## src/hdl/cpt_pkg.sv

```systemverilog
// Shared types, register map and reset constants for the compressor protect timer.
package cpt_pkg;

    // Field widths
    localparam int unsigned CntW  = 16;
    localparam int unsigned AddrW = 5;
    localparam int unsigned DataW = 32;

    // Stream payload widths (padded to whole bytes)
    localparam int unsigned InDataW  = 24;
    localparam int unsigned OutDataW = 56;

    // Reset values
    localparam logic [CntW-1:0] PROTECT_RELOAD_RST  = 16'd300;
    localparam logic [CntW-1:0] FIRST_ON_LIMIT_RST  = 16'd9000;
    localparam logic [CntW-1:0] SECOND_ON_LIMIT_RST = 16'd11400;
    localparam logic [CntW-1:0] TIME_CAP_RST        = 16'd60000;
    localparam logic [CntW-1:0] PROTECT_COUNT_RST   = 16'd300;

    // Register indexes (byte address = 4 * index)
    typedef enum logic [2:0] {
        REG_FORCED_MODE     = 3'd0,
        REG_PROTECT_RELOAD  = 3'd1,
        REG_FIRST_ON_LIMIT  = 3'd2,
        REG_SECOND_ON_LIMIT = 3'd3,
        REG_TIME_CAP        = 3'd4,
        REG_ON_LIMIT_ENABLE = 3'd5
    } cpt_reg_idx_t;

    // Operation codes
    typedef enum logic {
        OP_TICK = 1'b0,
        OP_LOAD = 1'b1
    } cpt_op_t;

    typedef struct packed {
        logic            forced_mode;
        logic [CntW-1:0] protect_reload;
        logic [CntW-1:0] first_on_limit;
        logic [CntW-1:0] second_on_limit;
        logic [CntW-1:0] time_cap;
        logic            on_limit_enable;
    } cpt_cfg_t;

    typedef struct packed {
        cpt_op_t         op;
        logic            cold_request;
        logic            ice_request;
        logic            forced_on;
        logic [CntW-1:0] load_value;
    } cpt_item_t;

    typedef struct packed {
        logic            compressor_on;
        logic            protect_expired;
        logic            over_first_limit;
        logic            over_second_limit;
        logic [CntW-1:0] on_seconds;
        logic [CntW-1:0] off_seconds;
        logic [CntW-1:0] protect_left;
    } cpt_result_t;

endpackage

```

## src/hdl/cpt_cfg.sv

```systemverilog
// APB register file holding the timer configuration.
module cpt_cfg
    import cpt_pkg::*;
(
    input  logic             clk,
    input  logic             rst_n,
    input  logic             psel,
    input  logic             penable,
    input  logic             pwrite,
    input  logic [AddrW-1:0] paddr,
    input  logic [DataW-1:0] pwdata,
    output logic [DataW-1:0] prdata,
    output logic             pready,
    output cpt_cfg_t         cfg
);

    cpt_cfg_t     cfg_reg;
    logic         wr_en;
    cpt_reg_idx_t idx;

    assign pready = 1'b1;
    assign wr_en  = psel && penable && pwrite && pready;
    assign idx    = cpt_reg_idx_t'(paddr[AddrW-1:2]);
    assign cfg    = cfg_reg;

    // Register writes; out-of-map indexes are dropped
    always_ff @(posedge clk or negedge rst_n)
    begin
        if (!rst_n)
        begin
            cfg_reg.forced_mode     <= 1'b0;
            cfg_reg.protect_reload  <= PROTECT_RELOAD_RST;
            cfg_reg.first_on_limit  <= FIRST_ON_LIMIT_RST;
            cfg_reg.second_on_limit <= SECOND_ON_LIMIT_RST;
            cfg_reg.time_cap        <= TIME_CAP_RST;
            cfg_reg.on_limit_enable <= 1'b1;
        end
        else if (wr_en)
        begin
            unique case (idx)
                REG_FORCED_MODE:     cfg_reg.forced_mode     <= pwdata[0];
                REG_PROTECT_RELOAD:  cfg_reg.protect_reload  <= pwdata[CntW-1:0];
                REG_FIRST_ON_LIMIT:  cfg_reg.first_on_limit  <= pwdata[CntW-1:0];
                REG_SECOND_ON_LIMIT: cfg_reg.second_on_limit <= pwdata[CntW-1:0];
                REG_TIME_CAP:        cfg_reg.time_cap        <= pwdata[CntW-1:0];
                REG_ON_LIMIT_ENABLE: cfg_reg.on_limit_enable <= pwdata[0];
                default: ;
            endcase
        end
    end

    // Read mux
    always_comb
    begin
        prdata = '0;
        unique case (idx)
            REG_FORCED_MODE:     prdata[0]        = cfg_reg.forced_mode;
            REG_PROTECT_RELOAD:  prdata[CntW-1:0] = cfg_reg.protect_reload;
            REG_FIRST_ON_LIMIT:  prdata[CntW-1:0] = cfg_reg.first_on_limit;
            REG_SECOND_ON_LIMIT: prdata[CntW-1:0] = cfg_reg.second_on_limit;
            REG_TIME_CAP:        prdata[CntW-1:0] = cfg_reg.time_cap;
            REG_ON_LIMIT_ENABLE: prdata[0]        = cfg_reg.on_limit_enable;
            default:             prdata           = '0;
        endcase
    end

endmodule

```

## src/hdl/cpt_core.sv

```systemverilog
// Compressor state registers and the per-beat on/off, counter and countdown update.
module cpt_core
    import cpt_pkg::*;
(
    input  logic        clk,
    input  logic        rst_n,
    input  logic        step,
    input  cpt_item_t   item,
    input  cpt_cfg_t    cfg,
    output cpt_result_t result
);

    logic            running_reg, running_next;
    logic [CntW-1:0] protect_count_reg, protect_count_next;
    logic [CntW-1:0] on_count_reg, on_count_next;
    logic [CntW-1:0] off_count_reg, off_count_next;

    logic            hold_off;
    logic            turn_on;
    logic [CntW-1:0] on_inc;
    logic [CntW-1:0] off_inc;
    logic [CntW-1:0] stop_base;

    // Saturating increments against the cap
    assign on_inc  = (on_count_reg  < cfg.time_cap) ? on_count_reg  + 1'b1 : on_count_reg;
    assign off_inc = (off_count_reg < cfg.time_cap) ? off_count_reg + 1'b1 : off_count_reg;

    // On/off decision: protection blocks a restart, forced mode overrides all
    assign hold_off  = !running_reg && (protect_count_reg != '0);
    assign turn_on   = cfg.forced_mode ? item.forced_on
                                       : ((item.cold_request || item.ice_request) && !hold_off);
    // Stop tick reloads before the countdown step
    assign stop_base = running_reg ? cfg.protect_reload : protect_count_reg;

    // Next state
    always_comb
    begin
        running_next       = running_reg;
        protect_count_next = protect_count_reg;
        on_count_next      = on_count_reg;
        off_count_next     = off_count_reg;
        if (item.op == OP_LOAD)
        begin
            protect_count_next = item.load_value;
        end
        else if (turn_on)
        begin
            running_next       = 1'b1;
            on_count_next      = on_inc;
            off_count_next     = '0;
            protect_count_next = cfg.protect_reload;
        end
        else
        begin
            running_next       = 1'b0;
            on_count_next      = '0;
            off_count_next     = off_inc;
            protect_count_next = (stop_base != '0) ? stop_base - 1'b1 : stop_base;
        end
    end

    // Result reflects the state after this beat
    always_comb
    begin
        result.compressor_on     = running_next;
        result.protect_expired   = running_next || (protect_count_next == '0);
        result.over_first_limit  = cfg.on_limit_enable && (on_count_next > cfg.first_on_limit);
        result.over_second_limit = cfg.on_limit_enable && (on_count_next > cfg.second_on_limit);
        result.on_seconds        = on_count_next;
        result.off_seconds       = off_count_next;
        result.protect_left      = protect_count_next;
    end

    always_ff @(posedge clk or negedge rst_n)
    begin
        if (!rst_n)
        begin
            running_reg       <= 1'b0;
            protect_count_reg <= PROTECT_COUNT_RST;
            on_count_reg      <= '0;
            off_count_reg     <= '0;
        end
        else if (step)
        begin
            running_reg       <= running_next;
            protect_count_reg <= protect_count_next;
            on_count_reg      <= on_count_next;
            off_count_reg     <= off_count_next;
        end
    end

    // A stopped compressor never carries on time
    a_off_no_on_time: assert property (@(posedge clk) disable iff (!rst_n)
        !running_reg |-> on_count_reg == '0)
        else $error("on time nonzero while stopped");

    // A running compressor never carries off time
    a_on_no_off_time: assert property (@(posedge clk) disable iff (!rst_n)
        running_reg |-> off_count_reg == '0)
        else $error("off time nonzero while running");

    // A load beat leaves run state and both time counters alone
    a_load_keeps_timers: assert property (@(posedge clk) disable iff (!rst_n)
        step && item.op == OP_LOAD |=>
            $stable(running_reg) && $stable(on_count_reg) && $stable(off_count_reg))
        else $error("load beat disturbed run state");

endmodule

```

## src/hdl/compressor_protect_timer_unit.sv

```systemverilog
// Top level: stream ports, input and result registers around the timer core.
// Each beat is held in the input register, then its result is held in the result register.
// Throughput: one beat per cycle while m_axis_tready is high, via cpt_core's update;
// with both registers full, s_axis_tready follows m_axis_tready in the same cycle.
// Reset (rst_n low, asynchronous): pipeline empties, compressor off, countdown 300,
// time counters zero, configuration registers return to their defaults.
module compressor_protect_timer_unit
    import cpt_pkg::*;
(
    input  logic                clk,
    input  logic                rst_n,
    // Input beat stream
    input  logic                s_axis_tvalid,
    output logic                s_axis_tready,
    // [0] cold_request, [1] ice_request, [2] forced_on, [18:3] load_value, rest zero
    input  logic [InDataW-1:0]  s_axis_tdata,
    // [0] op
    input  logic                s_axis_tuser,
    // Result beat stream
    output logic                m_axis_tvalid,
    input  logic                m_axis_tready,
    // [0] compressor_on, [1] protect_expired, [2] over_first_limit,
    // [3] over_second_limit, [19:4] on_seconds, [35:20] off_seconds,
    // [51:36] protect_left, rest zero
    output logic [OutDataW-1:0] m_axis_tdata,
    // Configuration
    input  logic                psel,
    input  logic                penable,
    input  logic                pwrite,
    input  logic [AddrW-1:0]    paddr,
    input  logic [DataW-1:0]    pwdata,
    output logic [DataW-1:0]    prdata,
    output logic                pready
);

    cpt_cfg_t    cfg;
    cpt_item_t   in_item_reg;
    logic        in_valid_reg;
    cpt_result_t core_result;
    cpt_result_t out_result_reg;
    logic        out_valid_reg;
    logic        s_accept;
    logic        advance;

    cpt_cfg u_cfg (
        .clk     (clk),
        .rst_n   (rst_n),
        .psel    (psel),
        .penable (penable),
        .pwrite  (pwrite),
        .paddr   (paddr),
        .pwdata  (pwdata),
        .prdata  (prdata),
        .pready  (pready),
        .cfg     (cfg)
    );

    cpt_core u_core (
        .clk    (clk),
        .rst_n  (rst_n),
        .step   (advance),
        .item   (in_item_reg),
        .cfg    (cfg),
        .result (core_result)
    );

    // Handshake: the held beat moves on when the result register is free or draining
    assign advance       = in_valid_reg && (!out_valid_reg || m_axis_tready);
    assign s_axis_tready = !in_valid_reg || advance;
    assign s_accept      = s_axis_tvalid && s_axis_tready;

    // Input register
    always_ff @(posedge clk or negedge rst_n)
    begin
        if (!rst_n)
        begin
            in_valid_reg <= 1'b0;
        end
        else if (s_accept)
        begin
            in_valid_reg <= 1'b1;
        end
        else if (advance)
        begin
            in_valid_reg <= 1'b0;
        end
    end

    always_ff @(posedge clk)
    begin
        if (s_accept)
        begin
            in_item_reg.op           <= cpt_op_t'(s_axis_tuser);
            in_item_reg.cold_request <= s_axis_tdata[0];
            in_item_reg.ice_request  <= s_axis_tdata[1];
            in_item_reg.forced_on    <= s_axis_tdata[2];
            in_item_reg.load_value   <= s_axis_tdata[CntW+2:3];
        end
    end

    // Result register
    always_ff @(posedge clk or negedge rst_n)
    begin
        if (!rst_n)
        begin
            out_valid_reg <= 1'b0;
        end
        else if (advance)
        begin
            out_valid_reg <= 1'b1;
        end
        else if (m_axis_tready)
        begin
            out_valid_reg <= 1'b0;
        end
    end

    always_ff @(posedge clk)
    begin
        if (advance)
        begin
            out_result_reg <= core_result;
        end
    end

    // Output packing
    assign m_axis_tvalid = out_valid_reg;
    assign m_axis_tdata  = {
        {(OutDataW - 4 - 3*CntW){1'b0}},
        out_result_reg.protect_left,
        out_result_reg.off_seconds,
        out_result_reg.on_seconds,
        out_result_reg.over_second_limit,
        out_result_reg.over_first_limit,
        out_result_reg.protect_expired,
        out_result_reg.compressor_on
    };

    // A stalled result with a held input beat must block the input side
    a_stall_blocks_input: assert property (@(posedge clk) disable iff (!rst_n)
        in_valid_reg && out_valid_reg && !m_axis_tready |-> !s_axis_tready)
        else $error("input taken while pipeline full");

    // An empty input register always takes a beat
    a_empty_takes_beat: assert property (@(posedge clk) disable iff (!rst_n)
        !in_valid_reg |-> s_axis_tready)
        else $error("input blocked while empty");

    // A beat that moves into the core produces a result beat next cycle
    a_advance_gives_result: assert property (@(posedge clk) disable iff (!rst_n)
        advance |=> out_valid_reg)
        else $error("result beat missing after advance");

endmodule
```

## config.mk

```make
export PLATFORM = sky130hd
export DESIGN_NAME = compressor_protect_timer_unit
export DESIGN_NICKNAME = d
export VERILOG_FILES = /design/src/hdl/cpt_pkg.sv /design/src/hdl/cpt_cfg.sv /design/src/hdl/cpt_core.sv /design/src/hdl/compressor_protect_timer_unit.sv
export SDC_FILE = /design/constraint.sdc
export NUM_CORES = 1
export LEC_CHECK = 0
export BUFFER_PORTS_ARGS = -buffer_cell sky130_fd_sc_hd__buf_2
export CAP_MARGIN = 30
export CORE_ASPECT_RATIO = 1.2
export CORE_MARGIN = 2
export CORE_UTILIZATION = 60
export DETAILED_ROUTE_END_ITERATION = 12
export PLACE_DENSITY = 0.83
export SLEW_MARGIN = 20
export SYNTH_ARGS = -nofsm -noshare
export SYNTH_HDL_FRONTEND = slang
export SYNTH_SLANG_ARGS = --single-unit
```

## constraint.sdc

```tcl
create_clock -name clk -period 11.2 [get_ports clk]
set_input_delay 2.24 -clock clk [delete_from_list [all_inputs] [get_ports clk]]
set_output_delay 2.24 -clock clk [all_outputs]
set_load 0.02 [all_outputs]
```

======== After elaboration in Yosys (flattened, before gate mapping) ========
Cells that the tools add are included.
word-level totals
  flip-flop bits (word level) ............. 189
  input bits .............................. 69
  output and inout bits ................... 91
  logic and storage cells ................. 83
operators by class
  $add $sub $neg .......................... 3
  magnitude comparators ................... 4
  equality and inequality tests ........... 5
  multiplexer cells ....................... 19
  reductions and logical operators ........ 28
operators by type and width
  kind                                                  count
  2-to-1 mux 16 bit                                     10
  one-hot mux 15 bit (4 select lines)                   1
  adder 16 x 1 -> 16 bit (second input constant)        2
  greater-than comparator 16 bit                        2
  < comparator 16 bit                                   2
  nonzero test 16 bit                                   2
  zero test 16 bit                                      1
  subtractor 16 x 1 -> 16 bit (second input constant)   1
  AND reduction 2 bit                                   6
  logical AND 1 bit                                     8
  2-to-1 mux 1 bit                                      7
  equality test 3 x 2 -> 1 bit (second input constant)  2
  equality test 3 bit (second input constant)           2
  one-hot mux 1 bit (6 select lines)                    1
  zero test 1 bit                                       4
  logical OR 1 bit                                      4
  nonzero test 2 bit                                    2
  equality test 3 x 1 -> 1 bit (second input constant)  1
  zero test 3 bit                                       1

======== Logic depth before layout (Yosys ltp) ========
Gate-level depths: netlist (run 1).
  word-level depth ........................ 9
  depth in mapped cells ................... 22
  depth with buffers taken out ............ 21

======== By module ========
From an unflattened synthesis (run 1), not the netlist that was laid out.
unflattened totals
  cells, all modules ...................... 1024
  area total of the unflattened synthesis .. 11267.1 µm²
by module, submodules not included
  module                         instances  cells each  area each (µm²)  sequential area each (µm²)
  cpt_core                       1          717         5645.4           1231.2
  cpt_cfg                        1          222         3321.9           1679.1
  compressor_protect_timer_unit  1          85          2299.7           2212.1

======== Least setup slack after synthesis (run 1) ========
OpenSTA, ideal clock, no wires.
  path kind ............................... input to output
  start point ............................. in paddr[2]
  end point ............................... out prdata[10]
  arrival ................................. 3710 ps
  data required time ...................... 8960 ps
  slack ................................... 5250 ps
  stages .................................. 6
  buffers on the path ..................... 2
  cells stage by stage .................... clkbuf_1 -> inv_1 -> nor3_1 -> clkbuf_1 -> a22oi_1 -> o211ai_1
on the way
  word-level cells in the longest chain between the ends .. 2
  elaborated cells on any way between the ends .. 5
  classes of those cells .................. eq/ne (4); mux (1)
ends and longest elaborated chain
  item                                         RTL line                             text
  start, declared                              compressor_protect_timer_unit.sv:30  input logic [AddrW-1:0] paddr,
  equality test 3 bit (tied with other cells)  cpt_cfg.sv:56                        unique case (idx)
  one-hot mux 15 bit (4 select lines) (*)      cpt_cfg.sv:56
  end, declared                                compressor_protect_timer_unit.sv:32  output logic [DataW-1:0] prdata,
Every way passes the cells marked *; elsewhere a longest branch is shown, timed or not.

======== Worst setup path after layout (run 1) ========
  start point ............................. in paddr[2]
  end point ............................... out prdata[1]
Same word-level chain as after synthesis.

==> impl_metrics.csv, run 1 <==
group,metric,value,unit
min_path,min_from,"u_core.protect_count_reg[8]",
yosys,ys_warn_count,0,
sta,hold_viol,0,
yosys,avgSynthCellArea,9.90,um2
sta,setup_slack,5.22,ns
sta,drv_slew,0,
yosys,yosysTopAreaCellShare,21.1,%
clock_tree,cts_made_buffers,17,
yosys,synth-edff-count,72,
clock_tree,clk_latency,0.45,ns
setup_path,startpoint_type,"input pin",
placement,place_ws,5.28,ns
global_route,grt_max_degree,76,
yosys,ys_seq_area_share,47.4,%
cells_and_area,fin_cells,1426,
power,p_leak,5.43,nW
sta,fin_skew,0.0155,ns
placement,globalplace.congestion,0.931,
global_route,grt_use_total,30.4,%
power,powerDensity,199,mW/mm2
floorplanning,num_rows,53,
clock_tree,clockBufferDepth,2,
setup_path,cp_max_fo,16,
floorplanning,start_util,61.5,%
clock_tree,cts_sinks,189,
cells_and_area,n_antenna_cell,0,
setup_path,r2r_end,"m_axis_tdata[2]",
clock_tree,ctsResizeCount,0,
floorplanning,die_h,151,um
sta,fin_crit,5.98,ns
yosys,netlist_area,0.0108,mm2
cells_and_area,finish.utilization,69.5,%
sta,rsz0062_at_grt,"no",
detailed_routing,first_pass_iters,8,
setup_path,reg2reg_slack,5.99,ns
yosys,async_flop_share,61.9,%
flow_run,maxCapViolCount,0,
min_path,min_to,"u_core.protect_count_reg[8]",
detailed_routing,drc,0,
placement,portBuffers,115,
min_path,hold_class,"reg2reg",
setup_path,r2r_start,"u_cfg.cfg[10]",
power,vdd_drop_max,0.117,mV
setup_path,crit_required,8.96,ns
sta,tightest_slew,0.835,ns
placement,dpl.hpwl,19.3,mm
floorplanning,io_pins,160,
sta,worst_slew_margin_rel,44.3,%
clock_tree,tritoncts,"yes",
cells_and_area,final_common_cell,"nand2_1",
yosys,ys_types,67,
detailed_routing,vias,9022,
power,fin_total_pwr,0.00243,W
yosys,ys_ff_latch,189,
cells_and_area,drive_gt1_share,19.3,%
floorplanning,dieArea,0.0191,mm2
cells_and_area,largest_reg_flops,66,
sta,fmax,167,MHz
global_route,grt_pass1_vias,8776,
sta,setup_viol,0,
cells_and_area,final_cell_mix,"nand2_1 (138), buf_2 (114), o21ai_0 (96)",
setup_path,critical_path_arrival,3.74,ns
clock_tree,post_cts_buffers,0,
run_status,status,"finished, final reports clean",
sta,fin_tns_setup,0,ns
clock_tree,h-tree-depth,4,
min_path,worstHoldPathCells,2,
clock_tree,hold_buffers,0,
yosys,syn_inst,1092,
detailed_routing,wirelength,28.3,mm
yosys,yosys.area.top_type,"dfrtp_1",
sta,final.period_utilization,53.4,%
placement,placedCellCount,1392,
clock_tree,cts.reportedPaths.clkPinSlew,0.06,ns
cells_and_area,area_delta_synth_final,13.0,%
clock_tree,root_buffer,"clkbuf_16",
floorplanning,coreArea,0.0176,mm2
detailed_routing,wl_per_cell,19.9,um
setup_path,reg2reg_depth,21,
setup_path,critPathCaptureType,"output pin",
detailed_routing,antenna_left,0,
setup_path,path_class,"in2out",
detailed_routing,avgViaCountPerCell,6.33,
floorplanning,die_x,127,um
global_route,grt-ovfl-total,0,
global_route,grt_pass1_wl,45.5,mm
yosys,synth_ff_type,"dfrtp_1",
global_route,antenna_found_initial,0,
yosys,ys_top_cells_by_area,"dfrtp_1 (21%), edfxtp_1 (20%), ha_1 (7.6%)",
detailed_routing,dr.first_iter.drc_count,909,
cells_and_area,nNetsFinal,1328,
-- worst max-delay path by stage --
stage              from          to  slack [ns]  depth (start not counted)
2_1_floorplan  paddr[2]  prdata[10]        5.25                          6
3_3_place_gp   paddr[2]   prdata[9]        5.27                          6
3_5_place_dp   paddr[2]   prdata[9]        5.28                          6
4_1_cts        paddr[2]   prdata[1]        5.26                          6
5_1_grt        paddr[2]   prdata[1]        5.10                          6
6_report       paddr[2]   prdata[1]        5.22                          6
-- power by group --
part	internal [W]	switching, W	leakage, nW
registers	0.000890	0.000133	2.07
clock network	0.000356	0.000282	0.299
logic	0.000289	0.000480	3.06
-- layer usage --
| layer | share of wire, % | vias to the layer above | wire length, um | GRT usage (%) |
|---|---|---|---|---|
| met5 | 0 | - | 0 | 0 |
| met4 | 5.6 | 0 | 1570 | 18.3 |
| met3 | 7.1 | 116 | 2020 | 5.37 |
| met2 | 49 | 417 | 13800 | 50.2 |
| met1 | 39 | 4355 | 10900 | 37.4 |
| li1 | - | 4134 | - | - |
-- kinds of logic after synthesis --
family	after synthesis	share of synthesized area (%)
buf+inv	137	5.62
mux	41	4.10
simple gates	351	16.0
flops	189	47.4
compound gates	269	16.2
xor+xnor	37	3.00
other cells	2	0.0695
fa+ha+maj	66	7.64
-- critical path: stages --
cell and delay (ns):
buf_2 0.17, inv_1 0.11, nor3b_1 0.25, inv_1 0.35, o211ai_1 0.39, buf_2 0.23
-- Yosys cell counts, drive strengths merged, types with 26 or more instances --
| cell type | instances |
|---|---|
| a21oi | 36 |
| buf | 29 |
| clkbuf | 43 |
| dfrtp | 91 |
| dfstp | 26 |
| edfxtp | 72 |
| ha | 66 |
| inv | 65 |
| nand2 | 138 |
| nand3 | 39 |
| nor2 | 44 |
| o21ai | 97 |
-- per-stage QoR --
step,hold slack [ns],area [um2]
finish,0.489,12200
global placement,0.468,11500
floorplan,0.451,10900
global route,0.496,12200
CTS,0.482,12200
detailed placement,0.472,11500
-- layout make-up --
class | instances | area (um2)
Clock buffer | 21 | 472
Fill cell | 1275 | 5360
Clock inverter | 11 | 143
Tap cell | 220 | 275
Multi-Input combinational cell | 785 | 5180
Timing Repair Buffer | 135 | 776
Sequential cell | 189 | 5120
Inverter | 65 | 244
Note: power is estimated with default switching activity, not from simulation.
==> inputs of run 2 (changes only) <==
--- a/config.mk
+++ b/config.mk
@@ -9,9 +9,9 @@
 export CAP_MARGIN = 30
 export CORE_ASPECT_RATIO = 1.2
 export CORE_MARGIN = 2
-export CORE_UTILIZATION = 60
+export CORE_UTILIZATION = 52
 export DETAILED_ROUTE_END_ITERATION = 12
-export PLACE_DENSITY = 0.83
+export PLACE_DENSITY = 0.77
 export SLEW_MARGIN = 20
 export SYNTH_ARGS = -nofsm -noshare
 export SYNTH_HDL_FRONTEND = slang
==> constraint.sdc (replaced) <==
create_clock -name clk -period 5.1 [get_ports clk]
set_input_delay 1.02 -clock clk [delete_from_list [all_inputs] [get_ports clk]]
set_output_delay 1.02 -clock clk [all_outputs]
set_load 0.02 [all_outputs]
==> impl_metrics.csv, run 2 (synthesis gave the netlist of run 1 again) <==
group,metric,value,unit
floorplanning,coreArea,0.0203,mm2
detailed_routing,dr.first_iter.drc_count,764,
power,powerDensity,429,mW/mm2
clock_tree,hold_buffers,0,
setup_path,critical_path_arrival,5.05,ns
cells_and_area,nNetsFinal,1335,
sta,drv_slew,0,
placement,postPlaceCellArea,0.0117,mm2
power,p_leak,5.43,nW
setup_path,startpoint_type,"flop",
clock_tree,clockBufferDepth,2,
global_route,grt_pass1_wl,46.1,mm
min_path,hold_class,"reg2reg",
clock_tree,ctsResizeCount,0,
sta,fin_skew,0.0133,ns
run_status,status,"finished, final reports clean",
global_route,grt_use_total,27.0,%
sta,fin_tns_setup,0,ns
clock_tree,post_cts_buffers,0,
floorplanning,start_util,53.2,%
placement,place_ws,0.195,ns
floorplanning,io_pins,160,
placement,dpl.hpwl,20.8,mm
cells_and_area,drive_gt1_share,20.0,%
sta,worst_slew_margin_rel,32.8,%
cells_and_area,final_common_cell,"nand2_1",
setup_path,critPathCaptureType,"flop",
setup_path,cp_max_fo,12,
cells_and_area,area_delta_synth_final,13.4,%
setup_path,crit_required,5.28,ns
power,vdd_drop_max,0.259,mV
sta,final.period_utilization,95.5,%
detailed_routing,avgViaCountPerCell,6.08,
clock_tree,clk_latency,0.44,ns
sta,tightest_slew,1.00,ns
cells_and_area,final_cell_mix,"nand2_1 (138), buf_2 (114), o21ai_0 (95)",
floorplanning,die_h,162,um
global_route,antenna_found_initial,2,
clock_tree,cts_sinks,189,
clock_tree,tritoncts,"yes",
detailed_routing,vias,8988,
detailed_routing,antenna_left,0,
sta,rsz0062_at_grt,"no",
sta,hold_viol,0,
setup_path,path_class,"reg2reg",
global_route,grt_max_degree,55,
cells_and_area,design_area,0.0123,mm2
floorplanning,num_rows,57,
cells_and_area,finish.utilization,60.3,%
placement,globalplace.congestion,0.926,
clock_tree,cts_made_buffers,17,
floorplanning,dieArea,0.0220,mm2
cells_and_area,largest_reg_flops,66,
floorplanning,die_x,136,um
flow_run,maxCapViolCount,0,
detailed_routing,wl_per_cell,19.7,um
clock_tree,root_buffer,"clkbuf_16",
clock_tree,h-tree-depth,4,
sta,hold_slack,0.480,ns
sta,setup_viol,0,
global_route,grt_pass1_vias,8779,
detailed_routing,first_pass_iters,5,
sta,fin_crit,4.87,ns
sta,fmax,205,MHz
detailed_routing,drc,0,
global_route,grt-ovfl-total,0,
placement,portBuffers,115,
clock_tree,cts.reportedPaths.clkPinSlew,0.08,ns
detailed_routing,wirelength,29.1,mm
sta,setup_slack,0.230,ns
[run 2: power by group]
group	switching [W]	internal [W]	leakage [nW]
sequential	0.000279	0.00196	2.07
clock	0.000631	0.000672	0.287
combinational	0.00108	0.000645	3.07
total	0.00199	0.00327	5.43
[run 2: per-layer routing]
metal / GRT usage, % / part of all wire [%] / wire length (um)
met1: 33.4 / 40 / 11600
met2: 46.4 / 50 / 14600
met3: 4.71 / 5.7 / 1650
met4: 11.7 / 4.0 / 1170
met5: 0 / 0 / 0
[run 2: worst max-delay path: stages (launching register included)]
cell and delay (ns):
dfstp_2 0.53, inv_1 0.09, ha_1 0.32, a21o_1 0.16
a21o_1 0.18, a21o_1 0.18, a21o_1 0.17, a211o_1 0.34
a221oi_4 0.37, buf_4 0.25, nand2_1 0.10, xor2_1 0.16
nor2_2 0.21, ha_1 0.30, a21o_1 0.19, a21o_1 0.16
a21o_1 0.18, a21oi_1 0.15, nor2b_1 0.06, o21ai_0 0.15
nand2b_1 0.09, a21oi_1 0.19, a21oi_1 0.09
[run 2: final timing paths]
| path | startpoint | end | slack [ns] | depth (start not counted) |
|---|---|---|---|---|
| setup / recovery | u_cfg.cfg[10] | m_axis_tdata[2] | 0.23 | 22 |
| hold reg to reg | u_core.protect_count_reg[8] | u_core.protect_count_reg[8] | 0.48 | 2 |
| max in group asynchronous | rst_n | u_cfg.cfg[17] | 3.24 | 2 |
| hold / removal | u_core.protect_count_reg[8] | u_core.protect_count_reg[8] | 0.48 | 2 |
| min in group asynchronous | rst_n | u_core.protect_count_reg[4] | 0.63 | 1 |
| setup reg to reg | u_cfg.cfg[10] | m_axis_tdata[2] | 0.23 | 22 |
[run 2: metrics by stage]
| step | cells | total power, W |
|---|---|---|
| floorplan | 1111 | 0.00340 |
| global placement | 1445 | 0.00387 |
| detailed placement | 1446 | 0.00394 |
| CTS | 1478 | 0.00525 |
| global route | 1478 | 0.00555 |
| finish | 1479 | 0.00526 |
[run 2: layout make-up]
cell class / count / area [um2]
inverter: 65 / 244
clock inverter: 13 / 125
timing repair buffer: 142 / 788
multi-input combinational: 785 / 5200
tap: 265 / 332
clock buffer: 19 / 453
sequential: 189 / 5120
antenna: 1 / 2.50
fill: 1721 / 8060
==> inputs of run 3 (changes only) <==
--- a/config.mk
+++ b/config.mk
@@ -5,13 +5,14 @@
 export SDC_FILE = /design/constraint.sdc
 export NUM_CORES = 1
 export LEC_CHECK = 0
+export ABC_AREA = 1
 export BUFFER_PORTS_ARGS = -buffer_cell sky130_fd_sc_hd__buf_2
 export CAP_MARGIN = 30
 export CORE_ASPECT_RATIO = 1.2
 export CORE_MARGIN = 2
-export CORE_UTILIZATION = 52
+export CORE_UTILIZATION = 53
 export DETAILED_ROUTE_END_ITERATION = 12
-export PLACE_DENSITY = 0.77
+export PLACE_DENSITY = 0.78
 export SLEW_MARGIN = 20
 export SYNTH_ARGS = -nofsm -noshare
 export SYNTH_HDL_FRONTEND = slang
==> impl_metrics.csv, run 3 <==
group,metric,value,unit
power,vdd_drop_max,0.286,mV
floorplanning,coreArea,0.0210,mm2
yosys,synth_ff_type,"dfrtp_1",
clock_tree,cts_sinks,189,
detailed_routing,vias,10100,
clock_tree,hold_buffers,0,
floorplanning,num_rows,58,
sta,fin_crit,4.61,ns
clock_tree,h-tree-depth,4,
sta,tightest_slew,0.877,ns
sta,final.period_utilization,90.3,%
floorplanning,dieArea,0.0228,mm2
sta,setup_slack,0.493,ns
yosys,ys_seq_area_share,44.8,%
detailed_routing,dr.first_iter.drc_count,857,
yosys,async_flop_share,61.9,%
sta,fmax,217,MHz
clock_tree,cts_made_buffers,17,
yosys,avgSynthCellArea,7.94,um2
global_route,grt_pass1_vias,9370,
cells_and_area,largest_reg_flops,66,
placement,portBuffers,115,
detailed_routing,wirelength,30.2,mm
sta,worst_slew_margin_rel,41.4,%
setup_path,max_stage_delay,0.59,ns
cells_and_area,area_delta_synth_final,12.3,%
yosys,ys_types,47,
global_route,grt_max_degree,76,
cells_and_area,fillers,1848,
power,p_leak,6.21,nW
yosys,yosysTopAreaCellShare,19.9,%
detailed_routing,antenna_left,0,
cells_and_area,nNetsFinal,1675,
setup_path,cp_max_fo,17,
cells_and_area,n_antenna_cell,0,
clock_tree,root_buffer,"clkbuf_16",
detailed_routing,avgViaCountPerCell,5.54,
sta,drv_slew,0,
yosys,syn_inst,1440,
clock_tree,clockBufferDepth,2,
global_route,antenna_found_initial,0,
setup_path,crit_chain,"inv_1 > ha_1 > a21oi_1 > o21ai_0 > o21ai_2 > nand2_1 > nand2_1 > nand3_1 > a21boi_0 > ha_1 > nand4_1 > nor4_1 > inv_1 > nor4_1 > nor3_1",
setup_path,critPathCaptureType,"flop",
clock_tree,post_cts_buffers,0,
clock_tree,cts.reportedPaths.clkPinSlew,0.07,ns
flow_run,maxCapViolCount,0,
yosys,yosys.area.top_type,"dfrtp_1",
setup_path,crit_slowest_cell,"o21ai_2",
yosys,netlist_area,0.0114,mm2
cells_and_area,final_cell_mix,"nand2_1 (402), inv_1 (177), o21ai_0 (130)",
floorplanning,io_pins,160,
setup_path,path_class,"reg2reg",
global_route,grt_use_total,26.8,%
run_status,status,"finished, final reports clean",
power,powerDensity,512,mW/mm2
yosys,synth-edff-count,72,
global_route,grt-ovfl-total,0,
floorplanning,die_h,165,um
placement,globalplace.congestion,0.922,
min_path,hold_class,"reg2reg",
yosys,ys_top_cells_by_area,"dfrtp_1 (20%), edfxtp_1 (19%), nand2_1 (13%)",
floorplanning,start_util,54.4,%
cells_and_area,final_common_cell,"nand2_1",
floorplanning,die_x,138,um
detailed_routing,first_pass_iters,7,
global_route,grt_pass1_wl,48.1,mm
yosys,synth_common_cells,"nand2_1 (402), inv_1 (177), o21ai_0 (130)",
detailed_routing,drc,0,
yosys,yosysMostFrequentCell,"nand2_1",
setup_path,startpoint_type,"flop",
yosys,ys_ff_latch,189,
clock_tree,clk_latency,0.44,ns
cells_and_area,drive_gt1_share,14.6,%
clock_tree,tritoncts,"yes",
detailed_routing,wl_per_cell,16.6,um
sta,fin_skew,0.0111,ns
sta,hold_viol,0,
sta,rsz0062_at_grt,"no",
setup_path,crit_required,5.29,ns
placement,dpl.hpwl,22.1,mm
sta,setup_viol,0,
setup_path,critical_path_arrival,4.79,ns
sta,fin_tns_setup,0,ns
placement,place_ws,0.640,ns
yosys,ys_warn_count,0,
clock_tree,ctsResizeCount,0,
## run 3: cell types whose count changed in the layout (fill, tap and decap cells not counted), sizes merged, moves of 18 or more
cell	delta
nand2	+272
a22oi	-25
a21o	-19
mux2	-23
nor2	+40
o21ai	+43
inv	+115
o211ai	-21
mux2i	-18
nand3	+94
## run 3: where the power goes
group	total (W)	switching, W	internal, W
Clock	0.00140	0.000618	0.000782
Combinational	0.00285	0.00192	0.000934
Sequential	0.00234	0.000317	0.00202
## run 3: logic make-up (layout without fill, tap and decap cells)
group / count (synthesis) / in the layout / synth area share [%]
XOR/XNOR: 20 / 20 / 1.53
other: 2 / 21 / 0.0656
flip-flops: 189 / 189 / 44.8
AND/OR/NAND/NOR: 675 / 675 / 25.4
AO/OA/AOI/OAI: 233 / 233 / 11.6
adder cells (fa/ha/maj): 66 / 66 / 7.22
buffers and inverters: 255 / 349 / 9.37
## run 3: critical path: cells and delay by family, from the launching register on
family / cells / cell delay (ns)
adder cells (fa/ha/maj): 2 / 0.58
AO/OA/AOI/OAI: 4 / 1.38
flip-flops: 1 / 0.53
buffers and inverters: 2 / 0.19
AND/OR/NAND/NOR: 7 / 1.66
## run 3: metrics by stage
stage / power (W) / cells / area, um2 / utilization, % / hold WS, ns
floorplan: 0.00438 / 1459 / 11500 / - / 0.453
global placement: 0.00506 / 1786 / 12200 / 57.8 / 0.466
detailed placement: 0.00516 / 1788 / 12200 / 58.0 / 0.473
CTS: 0.00657 / 1820 / 12800 / 60.9 / 0.489
global route: 0.00708 / 1823 / 12900 / 61.1 / 0.502
finish: 0.00659 / 1823 / 12900 / 61.1 / 0.487
## run 3: area by class of cell
class,instances,area (um2),area share (%)
clock buffer,18,429,3.34
clock inverter,14,181,1.41
inverter,183,689,5.36
multi-input combinational,1015,5320,41.4
sequential,189,5120,39.9
tap,270,338,2.63
timing repair buffer,134,776,6.04
## run 3: worst paths after layout
kind,slack [ns],from,endpoint,cells past startpoint
setup / recovery,0.49,u_cfg.cfg[6],m_axis_tdata[3],15
hold / removal,0.49,u_cfg.cfg[29],u_cfg.cfg[29],2
setup reg to reg,0.49,u_cfg.cfg[6],m_axis_tdata[3],15
hold reg to reg,0.49,u_cfg.cfg[29],u_cfg.cfg[29],2
max in group asynchronous,3.75,rst_n,u_cfg.cfg[54],2
min in group asynchronous,0.50,rst_n,u_cfg.cfg[1],1
## run 3: layer usage
metal / vias up / GRT usage (%) / share of wire, %
li1: 4912 / - / -
met1: 4675 / 34.5 / 41
met2: 438 / 45.5 / 49
met3: 68 / 4.23 / 6.8
met4: 0 / 10.8 / 3.2
met5: - / 0 / 0
